### config.mk
export PLATFORM = sky130hd
export DESIGN_NAME = dns_text_escape_decoder
export DESIGN_NICKNAME = d
export VERILOG_FILES = /design/src/rtl/dte_pkg.sv /design/src/rtl/dte_front.sv /design/src/rtl/dte_queue.sv /design/src/rtl/dte_back.sv /design/src/rtl/dns_text_escape_decoder.sv
export SDC_FILE = /design/constraint.sdc
export NUM_CORES = 1
export LEC_CHECK = 0
export BUFFER_PORTS_ARGS = -buffer_cell sky130_fd_sc_hd__buf_4
export CORE_UTILIZATION = 61
export DETAILED_ROUTE_END_ITERATION = 16
export GPL_TIMING_DRIVEN = 1
export PLACE_DENSITY = 0.8
export SYNTH_ARGS = -nofsm -noshare
export SYNTH_HDL_FRONTEND = slang
export SYNTH_SLANG_ARGS = --single-unit
export TNS_END_PERCENT = 1
### constraint.sdc
create_clock -name i_clk -period 8.4 [get_ports i_clk]
set_input_delay 1.68 -clock i_clk [delete_from_list [all_inputs] [get_ports i_clk]]
set_output_delay 1.68 -clock i_clk [all_outputs]
set_load 0.1 [all_outputs]
### src/rtl/dte_pkg.sv
// Shared types and constants for the DNS text escape decoder.
// Used by every module of the block; depends on nothing.
`default_nettype none

package dte_pkg;

    // Result kinds as seen on the output port
    typedef enum logic [1:0] {
        KIND_DATA  = 2'd0,
        KIND_DONE  = 2'd1,
        KIND_EMPTY = 2'd2,
        KIND_OVER  = 2'd3
    } t_kind;

    // Front-end parser modes
    typedef enum logic [2:0] {
        MODE_NORMAL = 3'd0,
        MODE_DOT    = 3'd1,
        MODE_ESC    = 3'd2,
        MODE_ESC1   = 3'd3,
        MODE_ESC2   = 3'd4,
        MODE_QUOTE  = 3'd5,
        MODE_DEAD   = 3'd6
    } t_mode;

    // Characters with special meaning
    localparam logic [7:0] CH_DOT   = 8'h2E;
    localparam logic [7:0] CH_BSL   = 8'h5C;
    localparam logic [7:0] CH_QUOTE = 8'h22;
    localparam logic [7:0] CH_ZERO  = 8'h30;
    localparam logic [7:0] CH_NINE  = 8'h39;

    // Largest value a decimal escape may take
    localparam logic [9:0] ESC_MAX = 10'd255;

    // Byte counter
    localparam int COUNT_W = 16;
    localparam logic [COUNT_W-1:0] COUNT_MAX = 16'hFFFF;

    // Results per input item and their indexing
    localparam int MAX_RES   = 4;
    localparam int RES_IDX_W = $clog2(MAX_RES);
    localparam int RES_NUM_W = $clog2(MAX_RES + 1);

    // Command queue between front and back
    localparam int QUEUE_DEPTH = 2;
    localparam int QPTR_W      = $clog2(QUEUE_DEPTH);
    localparam int QFILL_W     = $clog2(QUEUE_DEPTH + 1);

    // One result before the byte count is attached
    typedef struct packed {
        logic [7:0] data;
        t_kind      kind;
    } t_result;

    // All results caused by one input item, in order from slot 0
    typedef struct packed {
        logic [RES_NUM_W-1:0]          num;
        t_result [MAX_RES-1:0]         res;
    } t_cmd;

endpackage

`default_nettype wire

### src/rtl/dte_front.sv
// Front end: accepts characters, tracks escape/quote/dot state and turns each
// item into a command of up to four results. Depends on dte_pkg.
`default_nettype none

module dte_front (
    input  wire logic          i_clk,
    input  wire logic          i_rst_n,
    input  wire logic          i_valid,
    input  wire logic [7:0]    i_ch,
    input  wire logic          i_end_req,
    input  wire logic          i_q_full,
    output logic               o_ready,
    output logic               o_push,
    output dte_pkg::t_cmd      o_cmd
);

    dte_pkg::t_mode r_mode, n_mode;
    logic [3:0]     r_held0, n_held0;
    logic [3:0]     r_held1, n_held1;

    logic                       w_accept;
    logic                       w_is_digit;
    logic [3:0]                 w_digit;
    logic [9:0]                 w_val;
    logic                       f_over;
    logic [1:0]                 f_flush;
    logic                       f_plain;
    logic                       f_base_dot;
    logic                       f_tail;
    dte_pkg::t_result           f_tail_res;
    logic [dte_pkg::RES_NUM_W-1:0] v_idx;
    dte_pkg::t_cmd              w_cmd;

    // Hold off while the queue has no room
    assign o_ready  = !i_q_full;
    assign w_accept = i_valid && o_ready;

    // Classify the character
    assign w_is_digit = i_ch inside {[dte_pkg::CH_ZERO:dte_pkg::CH_NINE]};
    assign w_digit    = 4'(i_ch - dte_pkg::CH_ZERO);
    assign w_val      = 10'({6'd0, r_held0} * 10'd100) + 10'({6'd0, r_held1} * 10'd10)
                      + {6'd0, w_digit};

    // Decide the actions for this item and the next mode
    always_comb begin
        n_mode     = r_mode;
        n_held0    = r_held0;
        n_held1    = r_held1;
        f_over     = 1'b0;
        f_flush    = 2'd0;
        f_plain    = 1'b0;
        f_base_dot = 1'b0;
        f_tail     = 1'b0;
        f_tail_res = '{data: i_ch, kind: dte_pkg::KIND_DATA};
        if (i_end_req) begin
            if (r_mode == dte_pkg::MODE_ESC1) begin
                f_flush = 2'd1;
            end else if (r_mode == dte_pkg::MODE_ESC2) begin
                f_flush = 2'd2;
            end
            f_tail     = 1'b1;
            f_tail_res = '{data: 8'd0, kind: dte_pkg::KIND_DONE};
            n_mode     = dte_pkg::MODE_NORMAL;
            n_held0    = 4'd0;
            n_held1    = 4'd0;
        end else begin
            case (r_mode)
                dte_pkg::MODE_DEAD: begin
                end
                dte_pkg::MODE_ESC: begin
                    if (w_is_digit) begin
                        n_held0 = w_digit;
                        n_mode  = dte_pkg::MODE_ESC1;
                    end else begin
                        f_tail = 1'b1;
                        n_mode = dte_pkg::MODE_NORMAL;
                    end
                end
                dte_pkg::MODE_ESC1: begin
                    if (w_is_digit) begin
                        n_held1 = w_digit;
                        n_mode  = dte_pkg::MODE_ESC2;
                    end else begin
                        f_flush = 2'd1;
                        f_plain = 1'b1;
                    end
                end
                dte_pkg::MODE_ESC2: begin
                    if (w_is_digit) begin
                        n_mode = dte_pkg::MODE_NORMAL;
                        f_tail = 1'b1;
                        if (w_val <= dte_pkg::ESC_MAX) begin
                            f_tail_res.data = w_val[7:0];
                        end else begin
                            f_over  = 1'b1;
                            f_flush = 2'd2;
                        end
                    end else begin
                        f_flush = 2'd2;
                        f_plain = 1'b1;
                    end
                end
                dte_pkg::MODE_QUOTE: begin
                    f_tail = 1'b1;
                    n_mode = dte_pkg::MODE_NORMAL;
                end
                dte_pkg::MODE_DOT: begin
                    f_plain    = 1'b1;
                    f_base_dot = 1'b1;
                end
                default: begin
                    f_plain = 1'b1;
                end
            endcase

            // Handle an unescaped character
            if (f_plain) begin
                case (i_ch)
                    dte_pkg::CH_DOT: begin
                        f_tail = 1'b1;
                        if (f_base_dot) begin
                            f_tail_res = '{data: 8'd0, kind: dte_pkg::KIND_EMPTY};
                            n_mode     = dte_pkg::MODE_DEAD;
                        end else begin
                            n_mode = dte_pkg::MODE_DOT;
                        end
                    end
                    dte_pkg::CH_BSL: begin
                        n_mode = dte_pkg::MODE_ESC;
                    end
                    dte_pkg::CH_QUOTE: begin
                        n_mode = dte_pkg::MODE_QUOTE;
                    end
                    default: begin
                        f_tail = 1'b1;
                        n_mode = dte_pkg::MODE_NORMAL;
                    end
                endcase
            end
        end
    end

    // Assemble the results in order: overflow, held digits, final result
    always_comb begin
        w_cmd = '0;
        v_idx = '0;
        if (f_over) begin
            w_cmd.res[v_idx[dte_pkg::RES_IDX_W-1:0]] =
                '{data: 8'd0, kind: dte_pkg::KIND_OVER};
            v_idx = v_idx + 1'b1;
        end
        if (f_flush != 2'd0) begin
            w_cmd.res[v_idx[dte_pkg::RES_IDX_W-1:0]] =
                '{data: dte_pkg::CH_ZERO + {4'd0, r_held0}, kind: dte_pkg::KIND_DATA};
            v_idx = v_idx + 1'b1;
        end
        if (f_flush == 2'd2) begin
            w_cmd.res[v_idx[dte_pkg::RES_IDX_W-1:0]] =
                '{data: dte_pkg::CH_ZERO + {4'd0, r_held1}, kind: dte_pkg::KIND_DATA};
            v_idx = v_idx + 1'b1;
        end
        if (f_tail) begin
            w_cmd.res[v_idx[dte_pkg::RES_IDX_W-1:0]] = f_tail_res;
            v_idx = v_idx + 1'b1;
        end
        w_cmd.num = v_idx;
    end

    assign o_push = w_accept && (w_cmd.num != '0);
    assign o_cmd  = w_cmd;

    // Advance parser state on each transfer
    always_ff @(posedge i_clk) begin
        if (!i_rst_n) begin
            r_mode  <= dte_pkg::MODE_NORMAL;
            r_held0 <= 4'd0;
            r_held1 <= 4'd0;
        end else if (w_accept) begin
            r_mode  <= n_mode;
            r_held0 <= n_held0;
            r_held1 <= n_held1;
        end
    end

endmodule

`default_nettype wire

### src/rtl/dte_queue.sv
// Small register queue of result commands between front and back.
// Depends on dte_pkg.
`default_nettype none

module dte_queue (
    input  wire logic          i_clk,
    input  wire logic          i_rst_n,
    input  wire logic          i_push,
    input  dte_pkg::t_cmd      i_cmd,
    input  wire logic          i_pop,
    output logic               o_full,
    output logic               o_head_valid,
    output dte_pkg::t_cmd      o_head
);

    dte_pkg::t_cmd                 r_mem [dte_pkg::QUEUE_DEPTH];
    logic [dte_pkg::QPTR_W-1:0]    r_wr_ptr;
    logic [dte_pkg::QPTR_W-1:0]    r_rd_ptr;
    logic [dte_pkg::QFILL_W-1:0]   r_fill;

    assign o_full       = (r_fill == dte_pkg::QFILL_W'(dte_pkg::QUEUE_DEPTH));
    assign o_head_valid = (r_fill != '0);
    assign o_head       = r_mem[r_rd_ptr];

    // Store pushed commands
    always_ff @(posedge i_clk) begin
        if (i_push) begin
            r_mem[r_wr_ptr] <= i_cmd;
        end
    end

    // Advance pointers and fill level
    always_ff @(posedge i_clk) begin
        if (!i_rst_n) begin
            r_wr_ptr <= '0;
            r_rd_ptr <= '0;
            r_fill   <= '0;
        end else begin
            if (i_push) begin
                r_wr_ptr <= (r_wr_ptr == dte_pkg::QPTR_W'(dte_pkg::QUEUE_DEPTH - 1))
                          ? '0 : r_wr_ptr + 1'b1;
            end
            if (i_pop) begin
                r_rd_ptr <= (r_rd_ptr == dte_pkg::QPTR_W'(dte_pkg::QUEUE_DEPTH - 1))
                          ? '0 : r_rd_ptr + 1'b1;
            end
            if (i_push && !i_pop) begin
                r_fill <= r_fill + 1'b1;
            end else if (!i_push && i_pop) begin
                r_fill <= r_fill - 1'b1;
            end
        end
    end

endmodule

`default_nettype wire

### src/rtl/dte_back.sv
// Back end: walks the results of the head command one per cycle while not stalled,
// attaches the running byte count and drives the output register. Depends on dte_pkg.
`default_nettype none

module dte_back (
    input  wire logic          i_clk,
    input  wire logic          i_rst_n,
    input  wire logic          i_head_valid,
    input  dte_pkg::t_cmd      i_head,
    output logic               o_pop,
    input  wire logic          i_ready,
    output logic               o_valid,
    output logic [7:0]         o_out_byte,
    output logic [1:0]         o_kind,
    output logic [15:0]        o_count,
    output logic               o_last
);

    logic [dte_pkg::RES_IDX_W-1:0] r_idx;
    logic [dte_pkg::COUNT_W-1:0]   r_cnt, n_cnt;
    logic [dte_pkg::COUNT_W-1:0]   w_out_cnt;
    logic                          r_valid;
    logic [7:0]                    r_data;
    dte_pkg::t_kind                r_kind;
    logic [dte_pkg::COUNT_W-1:0]   r_count;
    logic                          r_last;

    logic                          w_load;
    logic                          w_last;
    dte_pkg::t_result              w_res;

    assign w_load = i_head_valid && (!r_valid || i_ready);
    assign w_res  = i_head.res[r_idx];
    assign w_last = (({1'b0, r_idx} + 1'b1) == i_head.num);
    assign o_pop  = w_load && w_last;

    // Count data bytes, saturating; clear after the done result
    always_comb begin
        n_cnt     = r_cnt;
        w_out_cnt = r_cnt;
        case (w_res.kind)
            dte_pkg::KIND_DATA: begin
                n_cnt     = (r_cnt == dte_pkg::COUNT_MAX) ? r_cnt : r_cnt + 1'b1;
                w_out_cnt = n_cnt;
            end
            dte_pkg::KIND_DONE: begin
                n_cnt = '0;
            end
            default: begin
            end
        endcase
    end

    // Advance the slot index and byte count
    always_ff @(posedge i_clk) begin
        if (!i_rst_n) begin
            r_idx   <= '0;
            r_cnt   <= '0;
            r_valid <= 1'b0;
        end else begin
            if (w_load) begin
                r_idx <= w_last ? '0 : r_idx + 1'b1;
                r_cnt <= n_cnt;
            end
            if (w_load) begin
                r_valid <= 1'b1;
            end else if (i_ready) begin
                r_valid <= 1'b0;
            end
        end
    end

    // Load the output register
    always_ff @(posedge i_clk) begin
        if (w_load) begin
            r_data  <= w_res.data;
            r_kind  <= w_res.kind;
            r_count <= w_out_cnt;
            r_last  <= w_last;
        end
    end

    assign o_valid    = r_valid;
    assign o_out_byte = r_data;
    assign o_kind     = r_kind;
    assign o_count    = r_count;
    assign o_last     = r_last;

endmodule

`default_nettype wire

### src/rtl/dns_text_escape_decoder.sv
// Top level of the DNS text escape decoder: front parser, command queue and
// result back end. Depends on dte_pkg, dte_front, dte_queue and dte_back.
//
//   channel   handshake           payload
//   input     i_valid / o_ready   i_ch, i_end_req
//   output    o_valid / i_ready   o_out_byte, o_kind, o_count, o_last
//
// One character is taken per cycle while the two-entry command queue has room.
// The back end sends one result per cycle while the output is not stalled, so an
// item with several results (at most 4) holds the output until all are sent.
// An item's first result is registered in a queue entry and then in the output register.
// Synchronous reset clears parser mode, queue and counters.
// Either side may stall; the queue and output register absorb the difference.
`default_nettype none

module dns_text_escape_decoder (
    input  wire logic          i_clk,
    input  wire logic          i_rst_n,
    input  wire logic          i_valid,
    output logic               o_ready,
    input  wire logic [7:0]    i_ch,
    input  wire logic          i_end_req,
    output logic               o_valid,
    input  wire logic          i_ready,
    output logic [7:0]         o_out_byte,
    output logic [1:0]         o_kind,
    output logic [15:0]        o_count,
    output logic               o_last
);

    logic           w_q_full;
    logic           w_push;
    dte_pkg::t_cmd  w_push_cmd;
    logic           w_pop;
    logic           w_head_valid;
    dte_pkg::t_cmd  w_head;

    // Parse incoming characters
    dte_front u_front (
        .i_clk     (i_clk),
        .i_rst_n   (i_rst_n),
        .i_valid   (i_valid),
        .i_ch      (i_ch),
        .i_end_req (i_end_req),
        .i_q_full  (w_q_full),
        .o_ready   (o_ready),
        .o_push    (w_push),
        .o_cmd     (w_push_cmd)
    );

    // Buffer result commands
    dte_queue u_queue (
        .i_clk        (i_clk),
        .i_rst_n      (i_rst_n),
        .i_push       (w_push),
        .i_cmd        (w_push_cmd),
        .i_pop        (w_pop),
        .o_full       (w_q_full),
        .o_head_valid (w_head_valid),
        .o_head       (w_head)
    );

    // Emit results
    dte_back u_back (
        .i_clk        (i_clk),
        .i_rst_n      (i_rst_n),
        .i_head_valid (w_head_valid),
        .i_head       (w_head),
        .o_pop        (w_pop),
        .i_ready      (i_ready),
        .o_valid      (o_valid),
        .o_out_byte   (o_out_byte),
        .o_kind       (o_kind),
        .o_count      (o_count),
        .o_last       (o_last)
    );

endmodule

`default_nettype wire

==> metrics.cfg <==
[grt]
grt_first_pass_wirelength_microns = 26800
grt_pass1_vias = 5371
grt_max_degree = 44
gr-total-overflow = 0
track_usage_pct = 27.8
grt_antenna_before_repair = 0

[cts]
post_cts_buffers = 0
ctsRootBufferMaster = clkbuf_16
clk_latency_ns = 0.41
clockBufferDepth = 2
cts_resized = 0
cts_sinks = 148
cts_buffers = 17
clkTransAtPathRegs_ns = 0.06
tritoncts = done
cts.htree.levels = 4
cts_hold_buf = 0

[worst_setup_path]
crit_slowest_cell = nor2b_4
reg2reg_depth = 19
path_delay_family = adder cells
worstReg2RegStart = u_front.r_held1[1]
r2r_end = u_queue.r_mem[0][41]
crit_chain = buf_4, fa_1, ha_1, fa_1, a21o_1, a41oi_1, a21oi_1, o41a_1, and2_1, nor2_1, inv_1, ha_1, nand4_1, xor2_1, a32o_1, nor2b_4, buf_4
rrSetupSlack_ns = 2.10
crit_start = i_ch[2]
cp_max_fo = 23
cp_data_arrival_time_ns = 6.71
crit_path_max_incr_delay_ns = 0.56
cp.required_ns = 8.48
cp-start-kind = primary input
path_class = in -> reg
end_kind = flop
path_buf_inv = 3

[drt]
vias = 5428
drt_wl_total_microns = 17000
via_per_inst = 6.25
ant_nets = 0
drc_errors = 0
firstDrtPassIters = 5
drt_iter0_drc = 539
wl_per_cell_microns = 19.5

[power]
p_per_area_nw_per_um2 = 336
power_w = 0.00294
ir_drop_v = 0.000180
p_leak_nw = 3.32

[die]
rows = 40
initial_core_util_pct = 63.1
ios = 42
die_x_microns = 114
fp.dieH_microns = 114
dieArea_sq_um = 13000
core_area_sq_um = 12100

[sta]
worst_pin_slew_ns = 1.22
hold_viol_final = 0
setup_slack_ns = 1.78
min_period_over_period_pct = 78.9
final.setup_skew_ns = 0.00519
final.min_clock_period_ns = 6.62
maxSlewViolCount = 0
tns_ns = 0
setup-violations-final = 0
relSlewSlack_pct = 18.4
clock.fmax_mhz = 151
grt_setup_unrepaired = no
whs_ns = 0.516

[yosys]
synthesis.instances = 651
syn_nets = 703
yosysWarnings = 0
synthAdderAreaFrac_pct = 6.88
synth-seq-cells = 148
synth_cell_type_count = 63
synth-main-ff-cell = edfxtp_1
yosys.area_share.simple_pct = 13.9
synth_top_family_by_area = simple AND/OR/NAND/NOR gates
synth.avg_cell_area_sq_um = 11.7
synthArstFlopShare_pct = 0
synth_edf_count = 113
yosysMostFrequentCell = edfxtp_1
synth_compound_area_share_pct = 10.5
synth_mux_area_share_pct = 9.63
synth_top_area_share_pct = 44.4
syn_area_sq_um = 7640
synthXorXnorAreaFrac_pct = 3.21
ys_top_cells_by_count = 113 x edfxtp_1, 69 x nor2_1, 58 x nand2_1, 35 x dfxtp_1, 34 x ha_1
yosysSeqAreaShare_pct = 53.6
yosys-top-cells-area = edfxtp_1 44%, dfxtp_1 9.2%, mux4_2 5.9%
synth_top_cell_by_area = edfxtp_1

[worst_hold_path]
holdPathEnd = u_queue.r_wr_ptr
min_path_cells = 2
min_from = u_queue.r_wr_ptr
min_path_type = reg -> reg

[finish]
nets = 740
diodes = 0
nFillCells = 826
drive_above_1_share_pct = 17.4
syn2layout_area_growth_pct = 14.5

[place]
port_buffers = 41
routabilityCongestion = 0.921
pre_cts_ws_ns = 1.44
dpl.hpwl_microns = 11300

[run]
max_cap_viol_count = 0

[run_status]
status = finished, final reports clean

tightest hold or removal path: stages, from the launching register on:
cell	delay, ns
dfxtp_1	0.34
nand2_1	0.07
mux2i_1	0.06
placed cells by master, fill, tap and decap left out, types with 17 or more instances in the layout:
cell type,synthesis,layout
nor2_1,69,69
nor3_1,21,21
edfxtp_1,113,113
ha_1,34,34
buf_4,0,44
xor2_1,19,19
dfxtp_1,35,35
clkbuf_16,0,17
o21ai_0,28,28
a21oi_1,33,33
nand2_1,58,58
mux4_2,20,20
area by class of cell:
| type | count | area, sq um | area share (%) |
|---|---|---|---|
| Clock buffer | 20 | 467 | 5.33 |
| Inverter | 19 | 71.3 | 0.815 |
| Sequential cell | 148 | 4090 | 46.8 |
| Timing Repair Buffer | 44 | 330 | 3.78 |
| Clock inverter | 12 | 200 | 2.29 |
| Tap cell | 168 | 210 | 2.40 |
| Multi-Input combinational cell | 458 | 3380 | 38.6 |
metal layers:
layer | track usage [%] | part of all wire, % | vias to the layer above
met3 | 4.89 | 6.5 | 51
met2 | 47.6 | 51 | 248
met4 | 14.4 | 3.5 | 0
met5 | 0 | 0 | -
li1 | - | - | 2496
met1 | 34.0 | 39 | 2633
where the power goes:
part | switching [W] | total, W | internal (W) | leakage (nW)
Sequential | 0.0000770 | 0.00104 | 0.000965 | 1.37
Combinational | 0.000769 | 0.00106 | 0.000292 | 1.63
Clock | 0.000288 | 0.000839 | 0.000551 | 0.319
Total | 0.00113 | 0.00294 | 0.00181 | 3.32
stage by stage:
step / std cells / cell area (sq um) / util (%)
2_1_floorplan: 651 / 7640 / -
3_3_place_gp: 837 / 8080 / 66.7
3_5_place_dp: 837 / 8080 / 66.7
4_1_cts: 869 / 8750 / 72.2
5_1_grt: 869 / 8750 / 72.2
6_report: 869 / 8750 / 72.2
registers in the layout, summed over array words and instances (netlist names), named ones only:
register and flops:
u_queue.r_fill 2, u_back.o_last 1, u_front.r_held1 4, u_back.o_out_byte 8, u_front.r_mode 3, u_queue.r_mem 86, u_back.o_valid 1, u_queue.r_rd_ptr 1
u_back.r_idx 2, u_back.o_count 16, u_queue.r_wr_ptr 1, u_back.r_cnt 16, u_front.r_held0 4, u_back.o_kind 2
how the worst max path moves through the flow:
stage	slack [ns]	cells after the start	end
3_3_place_gp	1.62	17	u_queue.r_mem[0][9]
4_1_cts	1.85	17	u_queue.r_mem[0][10]
5_1_grt	1.51	17	u_queue.r_mem[0][10]
2_1_floorplan	0.80	16	u_queue.r_mem[0][0]
3_5_place_dp	1.44	17	u_queue.r_mem[0][41]
6_report	1.78	17	u_queue.r_mem[0][41]
logic make-up (layout without fill, tap and decap cells):
kind of cell    after synthesis  after routing
simple gates                219            219
buf+inv                      45             95
fa+ha+maj                    39             39
xor+xnor                     28             28
flops                       148            148
mux                          46             46
compound gates              126            126
No activity file was read; power rests on OpenSTA's default activity.
